==> src/rtl/tpes_pkg.sv <==
// ----------------------------------------------------------------------------
// tpes_pkg
// Shared types and constants for the timed priority event scheduler: field
// widths, operation codes and the record kept for each event slot.
// ----------------------------------------------------------------------------
package tpes_pkg;

	// field widths of the request and response items
	localparam int OP_W    = 3;
	localparam int TIME_W  = 64;
	localparam int SLOT_FW = 4;
	localparam int TYPE_W  = 32;
	localparam int PRIO_W  = 32;
	localparam int TAG_W   = 16;

	// operation codes
	typedef enum logic [OP_W-1:0] {
		OP_ADD      = 3'd0,
		OP_REMOVE   = 3'd1,
		OP_POSTPONE = 3'd2,
		OP_GET_NEXT = 3'd3,
		OP_TIME     = 3'd4
	} tpes_op_t;

	// slot contents other than the due time
	typedef struct packed {
		logic [PRIO_W-1:0] prio;
		logic [TYPE_W-1:0] ev_type;
		logic [TAG_W-1:0]  tag;
	} tpes_info_t;

	// outcome of the shared compare unit
	typedef struct packed {
		logic time_le;
		logic prio_gt;
	} tpes_cmp_t;

endpackage

==> src/rtl/tpes_req_if.sv <==
// ----------------------------------------------------------------------------
// tpes_req_if
// Request channel: valid/ready handshake carrying one scheduler command item.
// ----------------------------------------------------------------------------
interface tpes_req_if
	import tpes_pkg::*;
();
	logic              valid;
	logic              ready;
	logic [OP_W-1:0]   opcode;
	logic [TIME_W-1:0] current_time;
	logic [SLOT_FW-1:0] event_slot;
	logic [TYPE_W-1:0] event_type;
	logic [PRIO_W-1:0] event_priority;
	logic [TIME_W-1:0] event_time;
	logic [TAG_W-1:0]  event_tag;

	modport source (
		output valid, opcode, current_time, event_slot, event_type,
		       event_priority, event_time, event_tag,
		input  ready
	);

	modport sink (
		input  valid, opcode, current_time, event_slot, event_type,
		       event_priority, event_time, event_tag,
		output ready
	);
endinterface

==> src/rtl/tpes_rsp_if.sv <==
// ----------------------------------------------------------------------------
// tpes_rsp_if
// Response channel: valid/ready handshake carrying one scheduler result item.
// ----------------------------------------------------------------------------
interface tpes_rsp_if
	import tpes_pkg::*;
();
	logic               valid;
	logic               ready;
	logic               found;
	logic [SLOT_FW-1:0] out_slot;
	logic [TYPE_W-1:0]  out_type;
	logic [PRIO_W-1:0]  out_priority;
	logic [TAG_W-1:0]   out_tag;
	logic [TIME_W-1:0]  wait_time;
	logic               wait_infinite;

	modport source (
		output valid, found, out_slot, out_type, out_priority, out_tag,
		       wait_time, wait_infinite,
		input  ready
	);

	modport sink (
		input  valid, found, out_slot, out_type, out_priority, out_tag,
		       wait_time, wait_infinite,
		output ready
	);
endinterface

==> src/rtl/tpes_cmp.sv <==
// ----------------------------------------------------------------------------
// tpes_cmp
// Shared compare unit: one 64-bit time compare and one priority compare,
// reused by every step of the slot scan and by add and postpone.
// ----------------------------------------------------------------------------
module tpes_cmp
	import tpes_pkg::*;
(
	input  logic [TIME_W-1:0] time_a,
	input  logic [TIME_W-1:0] time_b,
	input  logic [PRIO_W-1:0] prio_a,
	input  logic [PRIO_W-1:0] prio_b,
	output tpes_cmp_t         res
);

	// a not after b, and a strictly above b
	always_comb begin
		res.time_le = (time_a <= time_b);
		res.prio_gt = (prio_a > prio_b);
	end

endmodule

==> src/rtl/timed_priority_event_scheduler_unit.sv <==
// Add, remove and postpone go through the execute and done states.
// Get next and time until next go through execute, scan, drain and done:
// one slot record is read from the slot memory and compared per cycle.
// One item is in flight at a time; a held result does not block acceptance.
// Reset (arst_n low, asynchronous) clears all queued and due marks;
// slot records are undefined until written by add.
// ----------------------------------------------------------------------------
// timed_priority_event_scheduler_unit
// Event slot table with timed and due events; pops the highest priority due
// event and reports the time until the earliest event, by a sequential scan.
// ----------------------------------------------------------------------------
module timed_priority_event_scheduler_unit
	import tpes_pkg::*;
#(
	parameter int NUM_SLOTS = 16
) (
	input  logic      clk,
	input  logic      arst_n,
	tpes_req_if.sink  req,
	tpes_rsp_if.source rsp
);

	localparam int SLOT_W = (NUM_SLOTS > 1) ? $clog2(NUM_SLOTS) : 1;

	typedef enum logic [2:0] {
		ST_IDLE,
		ST_EXEC,
		ST_SCAN,
		ST_DRAIN,
		ST_DONE
	} state_t;

	state_t state_q;

	// latched request item
	tpes_op_t          op_q;
	logic [TIME_W-1:0] now_q;
	logic [SLOT_W-1:0] slot_q;
	logic              slot_ok_q;
	tpes_info_t        info_in_q;
	logic [TIME_W-1:0] time_in_q;

	// per-slot marks
	logic [NUM_SLOTS-1:0] queued_q;
	logic [NUM_SLOTS-1:0] due_q;

	// slot memories
	logic [TIME_W-1:0] time_mem [NUM_SLOTS];
	tpes_info_t        info_mem [NUM_SLOTS];

	// scan control and read pipeline
	logic [SLOT_W-1:0] cnt_q;
	logic              rd_en;
	logic              rd_valid_s1;
	logic [SLOT_W-1:0] idx_s1;
	logic [TIME_W-1:0] time_rd_s1;
	tpes_info_t        info_rd_s1;

	// scan accumulators
	logic              have_q;
	logic [SLOT_W-1:0] best_idx_q;
	tpes_info_t        best_q;
	logic              any_due_q;
	logic              any_timed_q;
	logic [TIME_W-1:0] earliest_q;

	// output register
	logic               out_valid_q;
	logic               found_q;
	logic [SLOT_FW-1:0] out_slot_q;
	logic [TYPE_W-1:0]  out_type_q;
	logic [PRIO_W-1:0]  out_prio_q;
	logic [TAG_W-1:0]   out_tag_q;
	logic [TIME_W-1:0]  wait_time_q;
	logic               wait_inf_q;

	logic              accept;
	logic              out_free;
	logic [TIME_W-1:0] cmp_time_a;
	logic [TIME_W-1:0] cmp_time_b;
	tpes_cmp_t         cmp;
	logic [TIME_W:0]   diff;
	logic              scan_queued;
	logic              scan_due;

	assign accept   = req.valid && req.ready;
	assign req.ready = (state_q == ST_IDLE);
	assign out_free = !out_valid_q || rsp.ready;
	assign rd_en    = (state_q == ST_SCAN);

	assign scan_queued = queued_q[idx_s1];
	assign scan_due    = due_q[idx_s1];

	// operand selection for the shared compare unit
	always_comb begin
		cmp_time_a = time_rd_s1;
		cmp_time_b = now_q;
		if (state_q == ST_EXEC) begin
			cmp_time_a = time_in_q;
		end else if (op_q == OP_TIME) begin
			cmp_time_a = earliest_q;
			cmp_time_b = time_rd_s1;
		end
	end

	tpes_cmp u_cmp (
		.time_a (cmp_time_a),
		.time_b (cmp_time_b),
		.prio_a (info_rd_s1.prio),
		.prio_b (best_q.prio),
		.res    (cmp)
	);

	// remaining time; borrow means the earliest time has passed
	assign diff = {1'b0, earliest_q} - {1'b0, now_q};

	// request latch
	always_ff @(posedge clk) begin
		if (accept) begin
			op_q              <= tpes_op_t'(req.opcode);
			now_q             <= req.current_time;
			slot_q            <= SLOT_W'(req.event_slot);
			slot_ok_q         <= (32'(req.event_slot) < NUM_SLOTS);
			info_in_q.prio    <= req.event_priority;
			info_in_q.ev_type <= req.event_type;
			info_in_q.tag     <= req.event_tag;
			time_in_q         <= req.event_time;
		end
	end

	// slot memory write
	always_ff @(posedge clk) begin
		if (state_q == ST_EXEC && slot_ok_q) begin
			if (op_q == OP_ADD) begin
				time_mem[slot_q] <= time_in_q;
				info_mem[slot_q] <= info_in_q;
			end else if (op_q == OP_POSTPONE) begin
				time_mem[slot_q] <= time_in_q;
			end
		end
	end

	// slot memory read, registered
	always_ff @(posedge clk) begin
		if (rd_en) begin
			time_rd_s1 <= time_mem[cnt_q];
			info_rd_s1 <= info_mem[cnt_q];
			idx_s1     <= cnt_q;
		end
	end

	// sequencer, slot marks, accumulators and output register
	always_ff @(posedge clk or negedge arst_n) begin
		if (!arst_n) begin
			state_q     <= ST_IDLE;
			queued_q    <= '0;
			due_q       <= '0;
			cnt_q       <= '0;
			rd_valid_s1 <= 1'b0;
			have_q      <= 1'b0;
			best_idx_q  <= '0;
			best_q      <= '0;
			any_due_q   <= 1'b0;
			any_timed_q <= 1'b0;
			earliest_q  <= '0;
			out_valid_q <= 1'b0;
			found_q     <= 1'b0;
			out_slot_q  <= '0;
			out_type_q  <= '0;
			out_prio_q  <= '0;
			out_tag_q   <= '0;
			wait_time_q <= '0;
			wait_inf_q  <= 1'b0;
		end else begin
			rd_valid_s1 <= rd_en;

			// result handed over
			if (rsp.ready) begin
				out_valid_q <= 1'b0;
			end

			// one record per cycle out of the read stage
			if (rd_valid_s1 && scan_queued) begin
				if (op_q == OP_GET_NEXT) begin
					if (!scan_due && cmp.time_le) begin
						due_q[idx_s1] <= 1'b1;
					end
					if ((scan_due || cmp.time_le) && (!have_q || cmp.prio_gt)) begin
						have_q     <= 1'b1;
						best_idx_q <= idx_s1;
						best_q     <= info_rd_s1;
					end
				end else begin
					if (scan_due) begin
						any_due_q <= 1'b1;
					end else if (!any_timed_q || !cmp.time_le) begin
						any_timed_q <= 1'b1;
						earliest_q  <= time_rd_s1;
					end
				end
			end

			case (state_q)
				ST_IDLE: begin
					if (accept) begin
						state_q <= ST_EXEC;
					end
				end

				ST_EXEC: begin
					have_q      <= 1'b0;
					any_due_q   <= 1'b0;
					any_timed_q <= 1'b0;
					cnt_q       <= '0;
					state_q     <= ST_DONE;
					case (op_q)
						OP_ADD, OP_POSTPONE: begin
							if (slot_ok_q) begin
								queued_q[slot_q] <= 1'b1;
								due_q[slot_q]    <= cmp.time_le;
							end
						end
						OP_REMOVE: begin
							if (slot_ok_q) begin
								queued_q[slot_q] <= 1'b0;
								due_q[slot_q]    <= 1'b0;
							end
						end
						OP_GET_NEXT, OP_TIME: begin
							state_q <= ST_SCAN;
						end
						default: begin
						end
					endcase
				end

				ST_SCAN: begin
					cnt_q <= cnt_q + 1'b1;
					if (cnt_q == SLOT_W'(NUM_SLOTS - 1)) begin
						state_q <= ST_DRAIN;
					end
				end

				ST_DRAIN: begin
					state_q <= ST_DONE;
				end

				ST_DONE: begin
					if (out_free) begin
						out_valid_q <= 1'b1;
						found_q     <= 1'b0;
						out_slot_q  <= '0;
						out_type_q  <= '0;
						out_prio_q  <= '0;
						out_tag_q   <= '0;
						wait_time_q <= '0;
						wait_inf_q  <= 1'b0;
						if (op_q == OP_GET_NEXT && have_q) begin
							// pop the winning slot
							queued_q[best_idx_q] <= 1'b0;
							due_q[best_idx_q]    <= 1'b0;
							found_q    <= 1'b1;
							out_slot_q <= SLOT_FW'(best_idx_q);
							out_type_q <= best_q.ev_type;
							out_prio_q <= best_q.prio;
							out_tag_q  <= best_q.tag;
						end else if (op_q == OP_TIME) begin
							if (any_due_q) begin
								wait_time_q <= '0;
							end else if (any_timed_q) begin
								wait_time_q <= diff[TIME_W] ? '0 : diff[TIME_W-1:0];
							end else begin
								wait_time_q <= '1;
								wait_inf_q  <= 1'b1;
							end
						end
						state_q <= ST_IDLE;
					end
				end

				default: begin
					state_q <= ST_IDLE;
				end
			endcase
		end
	end

	// response channel
	assign rsp.valid         = out_valid_q;
	assign rsp.found         = found_q;
	assign rsp.out_slot      = out_slot_q;
	assign rsp.out_type      = out_type_q;
	assign rsp.out_priority  = out_prio_q;
	assign rsp.out_tag       = out_tag_q;
	assign rsp.wait_time     = wait_time_q;
	assign rsp.wait_infinite = wait_inf_q;

endmodule

==> src/flat_wrapper.sv <==
// flat-port wrapper written by rule: the top's interface ports become plain ports
module timed_priority_event_scheduler_unit_flat import tpes_pkg::*;
#(
	parameter int NUM_SLOTS = 16
)
  (clk, arst_n, req_valid, req_opcode, req_current_time, req_event_slot, req_event_type, req_event_priority, req_event_time, req_event_tag, req_ready, rsp_valid, rsp_found, rsp_out_slot, rsp_out_type, rsp_out_priority, rsp_out_tag, rsp_wait_time, rsp_wait_infinite, rsp_ready);
  tpes_req_if req_i ();
  tpes_rsp_if rsp_i ();
  input  logic clk;
  input  logic arst_n;
  input wire logic [$bits(req_i.valid)-1:0] req_valid;
  input wire logic [$bits(req_i.opcode)-1:0] req_opcode;
  input wire logic [$bits(req_i.current_time)-1:0] req_current_time;
  input wire logic [$bits(req_i.event_slot)-1:0] req_event_slot;
  input wire logic [$bits(req_i.event_type)-1:0] req_event_type;
  input wire logic [$bits(req_i.event_priority)-1:0] req_event_priority;
  input wire logic [$bits(req_i.event_time)-1:0] req_event_time;
  input wire logic [$bits(req_i.event_tag)-1:0] req_event_tag;
  output wire logic [$bits(req_i.ready)-1:0] req_ready;
  output wire logic [$bits(rsp_i.valid)-1:0] rsp_valid;
  output wire logic [$bits(rsp_i.found)-1:0] rsp_found;
  output wire logic [$bits(rsp_i.out_slot)-1:0] rsp_out_slot;
  output wire logic [$bits(rsp_i.out_type)-1:0] rsp_out_type;
  output wire logic [$bits(rsp_i.out_priority)-1:0] rsp_out_priority;
  output wire logic [$bits(rsp_i.out_tag)-1:0] rsp_out_tag;
  output wire logic [$bits(rsp_i.wait_time)-1:0] rsp_wait_time;
  output wire logic [$bits(rsp_i.wait_infinite)-1:0] rsp_wait_infinite;
  input wire logic [$bits(rsp_i.ready)-1:0] rsp_ready;
  assign req_i.valid = req_valid;
  assign req_i.opcode = req_opcode;
  assign req_i.current_time = req_current_time;
  assign req_i.event_slot = req_event_slot;
  assign req_i.event_type = req_event_type;
  assign req_i.event_priority = req_event_priority;
  assign req_i.event_time = req_event_time;
  assign req_i.event_tag = req_event_tag;
  assign req_ready = req_i.ready;
  assign rsp_valid = rsp_i.valid;
  assign rsp_found = rsp_i.found;
  assign rsp_out_slot = rsp_i.out_slot;
  assign rsp_out_type = rsp_i.out_type;
  assign rsp_out_priority = rsp_i.out_priority;
  assign rsp_out_tag = rsp_i.out_tag;
  assign rsp_wait_time = rsp_i.wait_time;
  assign rsp_wait_infinite = rsp_i.wait_infinite;
  assign rsp_i.ready = rsp_ready;
  timed_priority_event_scheduler_unit #(.NUM_SLOTS(NUM_SLOTS)) u_core (.clk(clk), .arst_n(arst_n), .req(req_i), .rsp(rsp_i));
endmodule
==> config.mk <==
export PLATFORM = sky130hd
export DESIGN_NAME = timed_priority_event_scheduler_unit_flat
export DESIGN_NICKNAME = d
export VERILOG_FILES = /design/src/rtl/tpes_pkg.sv /design/src/rtl/tpes_req_if.sv /design/src/rtl/tpes_rsp_if.sv /design/src/rtl/tpes_cmp.sv /design/src/rtl/timed_priority_event_scheduler_unit.sv /design/src/flat_wrapper.sv
export SDC_FILE = /design/constraint.sdc
export NUM_CORES = 2
export LEC_CHECK = 0
export BUFFER_PORTS_ARGS = -buffer_cell sky130_fd_sc_hd__buf_2
export CORE_ASPECT_RATIO = 1.1
export CORE_MARGIN = 1.5
export CORE_UTILIZATION = 50
export CTS_BUF_LIST = sky130_fd_sc_hd__clkbuf_2
export CTS_CLUSTER_DIAMETER = 30
export CTS_CLUSTER_SIZE = 10
export DETAILED_ROUTE_END_ITERATION = 16
export MAX_ROUTING_LAYER = met4
export PLACE_DENSITY = 0.66
export SETUP_SLACK_MARGIN = 0.3
export SYNTH_ARGS = -nofsm -noshare
export SYNTH_HDL_FRONTEND = slang
export SYNTH_HIERARCHICAL = 1
export SYNTH_SLANG_ARGS = --single-unit
==> constraint.sdc <==
create_clock -name clk -period 19.45 [get_ports clk]
set_input_delay 0.9725 -clock clk [delete_from_list [all_inputs] [get_ports clk]]
set_output_delay 0.9725 -clock clk [all_outputs]
set_load 0.01 [all_outputs]
==> results list <==
- After clock tree synthesis, the clock-pin slew on the worst setup and hold paths is 0.14 ns.
* Area after DPL: ~130000 um2
- Maximum number of pins on one net before global-route repair: roughly 120
- Die Outline Area: 244000 um2
* Layout overhead on the synthesized area: 14.1%
* Final cycle utilization of the critical path: roughly 39%
- Max-slew violations: 0
* Number of hold-slack violations in the final timing report: 0
- Max-cap violations in this run came to 0.
* Part of the Yosys area used for sequential elements: 73.4%
* Cell total after placement: 10400
- Element type at the critical path end: register
- At the end of the flow the core is filled with cells to between 50% and 60%.
- The finished cells cover roughly 140000 um2.
- Clock latency on the worst-skew pair, taken at its later pin, is 1.78 ns.
- Vias per inst: 5.95
* PnR Total Power: 16.8 mW
* Maximum clock skew at final layout: 0.191 ns
* CTS-repair resized insts: 0
- Status: finished clean
- No sink is reached through more buffers than the 4 on the longest clock path.
- For this run, the slowest stage of the critical path takes 0.88 ns.
* H-tree levels: 6
- Peak supply drop: 0.0000844 V
- The min-delay analysis places its worst path in the category input port to register.
- Number of DRC violations after detailed-routing iteration 0: a little under 7000
- Die height: 518 um
- The post-route netlist has 22.7% of its cells at a drive strength greater than 1.
- For this design the top-level I/O count stands at between 300 and 400.
- For the final routed database, the setup TNS stands at 0 ns.
* Final RePlAce weighted congestion: ~0.9
- Most frequently used flop master after synthesis: sky130_fd_sc_hd__edfxtp_1
* Final net count: 8583
- Number of warning messages in the yosys log: 6
* CP Launch Type: register
- Number of synthesized flops with an enable pin: 2667
* Mapped Cells: roughly 7100
- Counting every sink on the clock net gives around 3000.
- CP arrival: 9.12 ns
- The worst pin sits at a relative slew slack of 25.1%.
* CP Cell Sequence: nor2_1, nand2_2, buf_4, nor2_4, buf_4, nand2_1, o21ai_0, inv_1, ha_1, nand4_2, nor2_1, a221o_1, o21ai_0, nand4b_1, o21ai_1, o21ai_2, a21oi_4, buf_4, buf_4, mux2_2
- The initialized floorplan defines ~190 standard-cell rows.
- Detailed placement finished with a half-perimeter wire length of 170000 um.
- Global routing used between 20% and 30% of the available tracks.
* Category of the most critical setup path: register to register
- Number of nets produced by synthesis: 7498
- Number of detailed-route iterations in the first pass: 6
- In this run the power density over the cells is 122 nW/um2.
* Root Driver: sky130_fd_sc_hd__clkbuf_2
- FFs w/ async S/R, synth: 11.4%
- Final cell count without fillers: ~12000
- Clock tree synthesis inserted a total of 540 buffers.
- Final setup fails: 0
- Remaining global-route overflow: 0
- Among the stages of the critical path, the cell type that occurs most often is sky130_fd_sc_hd__buf_4.
- During placement, the flow inserted port buffers numbering 370.
- After synthesis the cells add up to 121000 um2.
* Max Clk Rate: 0.132 GHz
* Count of different cell masters after synthesis: 85
- Core area: between 200000 and 250000 um2
* Global-route wire length before repair: 465000 um
- On the critical path, the stage with the largest delay is an instance of sky130_fd_sc_hd__o21ai_1.
* Initial standard-cell utilization of the core: 50.2%
* Average routed wire per standard cell: roughly 27 um
* Die W: 472 um
- For the pin with the worst max-slew slack, the measured transition is 1.12 ns.
- Buffers inserted to repair hold after CTS numbered 435.
* Setup repair after global routing missed its margin: no
- Setup Fix Bufs, Post-CTS: 0
* Final antenna-violating net count: 0
* CTS tree: yes
- A synthesized cell averages approximately 17 um2.
- For the worst setup path, the data required time is 21.00 ns.
- The synthesized design contains approximately 3000 register bits.
- Static leakage: between 40 and 50 nW
- The final route contains 70200 vias.
* Final routed DRC violation total: 0
- Via count of the first global-routing pass: 70900
- Number of antenna violations at the first check in global routing: 21
* Wire length reported by the detailed router: 316000 um
- Along the worst path, the maximum fanout reaches 88.
- The clock period could shrink to 7.58 ns.
==> synthesized netlist by cell type, types with 17 or more instances <==
cell / n / share of area [%]
sky130_fd_sc_hd__nor2_1: 186 / 0.58
sky130_fd_sc_hd__buf_2: 25 / 0.10
sky130_fd_sc_hd__o21ai_0: 451 / 1.9
sky130_fd_sc_hd__nor2b_1: 23 / 0.12
sky130_fd_sc_hd__nand3_1: 38 / 0.16
sky130_fd_sc_hd__a22o_1: 85 / 0.62
sky130_fd_sc_hd__clkbuf_1: 282 / 0.88
sky130_fd_sc_hd__o21ai_1: 23 / 0.095
sky130_fd_sc_hd__mux4_2: 300 / 5.6
sky130_fd_sc_hd__inv_1: 187 / 0.58
sky130_fd_sc_hd__mux2_1: 122 / 1.1
sky130_fd_sc_hd__buf_1: 65 / 0.20
sky130_fd_sc_hd__xnor2_1: 30 / 0.22
sky130_fd_sc_hd__a21oi_1: 346 / 1.4
sky130_fd_sc_hd__xor2_1: 26 / 0.19
sky130_fd_sc_hd__dfrtp_1: 342 / 7.1
sky130_fd_sc_hd__a31oi_1: 81 / 0.42
sky130_fd_sc_hd__nand2_1: 445 / 1.4
sky130_fd_sc_hd__mux2i_1: 431 / 3.6
sky130_fd_sc_hd__mux2_2: 169 / 1.6
sky130_fd_sc_hd__a221oi_1: 147 / 1.1
sky130_fd_sc_hd__edfxtp_1: 2667 / 66
sky130_fd_sc_hd__nand4_1: 34 / 0.18
sky130_fd_sc_hd__ha_1: 162 / 1.7
sky130_fd_sc_hd__a22oi_1: 142 / 0.88
sky130_fd_sc_hd__o22ai_1: 19 / 0.098
sky130_fd_sc_hd__a21o_1: 54 / 0.34
sky130_fd_sc_hd__nand2b_1: 17 / 0.088
==> metal layers <==
| layer | wire (um) | part of all wire, % | vias to the layer above | GRT usage [%] |
|---|---|---|---|---|
| met5 | 0 | 0 | - | - |
| met4 | 7380 | 2.3 | 0 | 6.98 |
| met3 | 24400 | 7.7 | 523 | 4.18 |
| met2 | 155000 | 49 | 3044 | 42.5 |
| met1 | 129000 | 41 | 36000 | 35.2 |
| li1 | - | - | 30600 | - |
==> where the power goes <==
part,switching [mW],total [mW],internal [mW]
Sequential,0.667,8.59,7.92
Combinational,2.14,3.63,1.49
Clock,2.52,4.54,2.02
Total,5.33,16.8,11.4
==> path summary, 6_finish.rpt <==
path                                      endpoint                   from  slack [ns]  cells past startpoint
hold reg to reg                  u_core/best_q[22]  u_core/info_rd_s1[22]        0.41                      1
setup reg to reg                 u_core/best_q[18]         u_core/op_q[0]       11.87                     20
hold / removal                   u_core/state_q[0]              req_valid        0.24                      4
max in group asynchronous        u_core/best_q[18]                 arst_n       15.63                      7
min in group asynchronous  u_core/rsp.wait_time[9]                 arst_n        0.43                      4
setup / recovery                 u_core/best_q[18]         u_core/op_q[0]       11.87                     20
==> sequential cells by signal, indices dropped and copies added, names as in the netlist, 3 cells and up, named ones only <==
register,flops
u_core/best_idx_q,4
u_core/best_q,80
u_core/cnt_q,4
u_core/due_q,16
u_core/earliest_q,64
u_core/idx_s1,4
u_core/info_in_q,80
u_core/info_mem,1280
u_core/info_rd_s1,80
u_core/now_q,64
u_core/op_q,3
u_core/rsp.out_priority,32
u_core/rsp.out_slot,4
u_core/rsp.out_tag,16
u_core/rsp.out_type,32
u_core/rsp.wait_time,64
u_core/slot_q,4
u_core/state_q,3
u_core/time_in_q,64
u_core/time_mem,1024
u_core/time_rd_s1,64
==> per-stage QoR <==
step                      setup slack, ns  hold slack, ns
after floorplan                      2.90           0.423
after global placement              12.06           0.442
after detailed placement            11.99           0.449
after CTS                           11.94         0.00955
after global routing                11.48           0.140
final                               11.87           0.244
==> logic make-up (layout without fill, tap and decap cells) <==
family,count (synthesis),in the layout,share of synthesized area (%)
flip-flops,3009,3009,73.4
multiplexers,1022,1022,11.9
buffers and inverters,572,2085,1.86
adder cells (fa/ha/maj),163,163,1.70
AND/OR/NAND/NOR,836,836,3.07
XOR/XNOR,56,56,0.406
AO/OA/AOI/OAI,1458,1458,7.66
other,0,12,0
==> layout by cell type, fill, tap and decap left out, drive strengths merged, types with 147 or more instances in the layout <==
cell type and instances:
dlygate4sd3 434, mux2 291, nand2 445, ha 162, mux4 300, inv 219
dfrtp 342, edfxtp 2667, mux2i 431, o21ai 476, buf 493, a21oi 347
a221oi 147, clkinv 179, clkbuf 619, nor2 186
==> worst max-delay path, delay by kind of cell, from the launching register on <==
kind	cells	cell delay, ns
fa+ha+maj	1	0.30
simple gates	7	1.45
mux	1	0.42
buf+inv	5	2.49
flops	1	0.52
compound gates	6	2.02
==> layout make-up <==
| cell class | instances | area [um2] |
|---|---|---|
| diodes | 12 | 30.0 |
| fillers | 18500 | 103000 |
| clock inverters | 351 | 3940 |
| flip-flops and latches | 3009 | 88700 |
| clock buffers | 619 | 3100 |
| inverters | 188 | 713 |
| repair buffers | 927 | 7210 |
| well taps | 3151 | 3940 |
| multi-input cells | 3535 | 30200 |
Note: power is estimated with default switching activity, not from simulation.
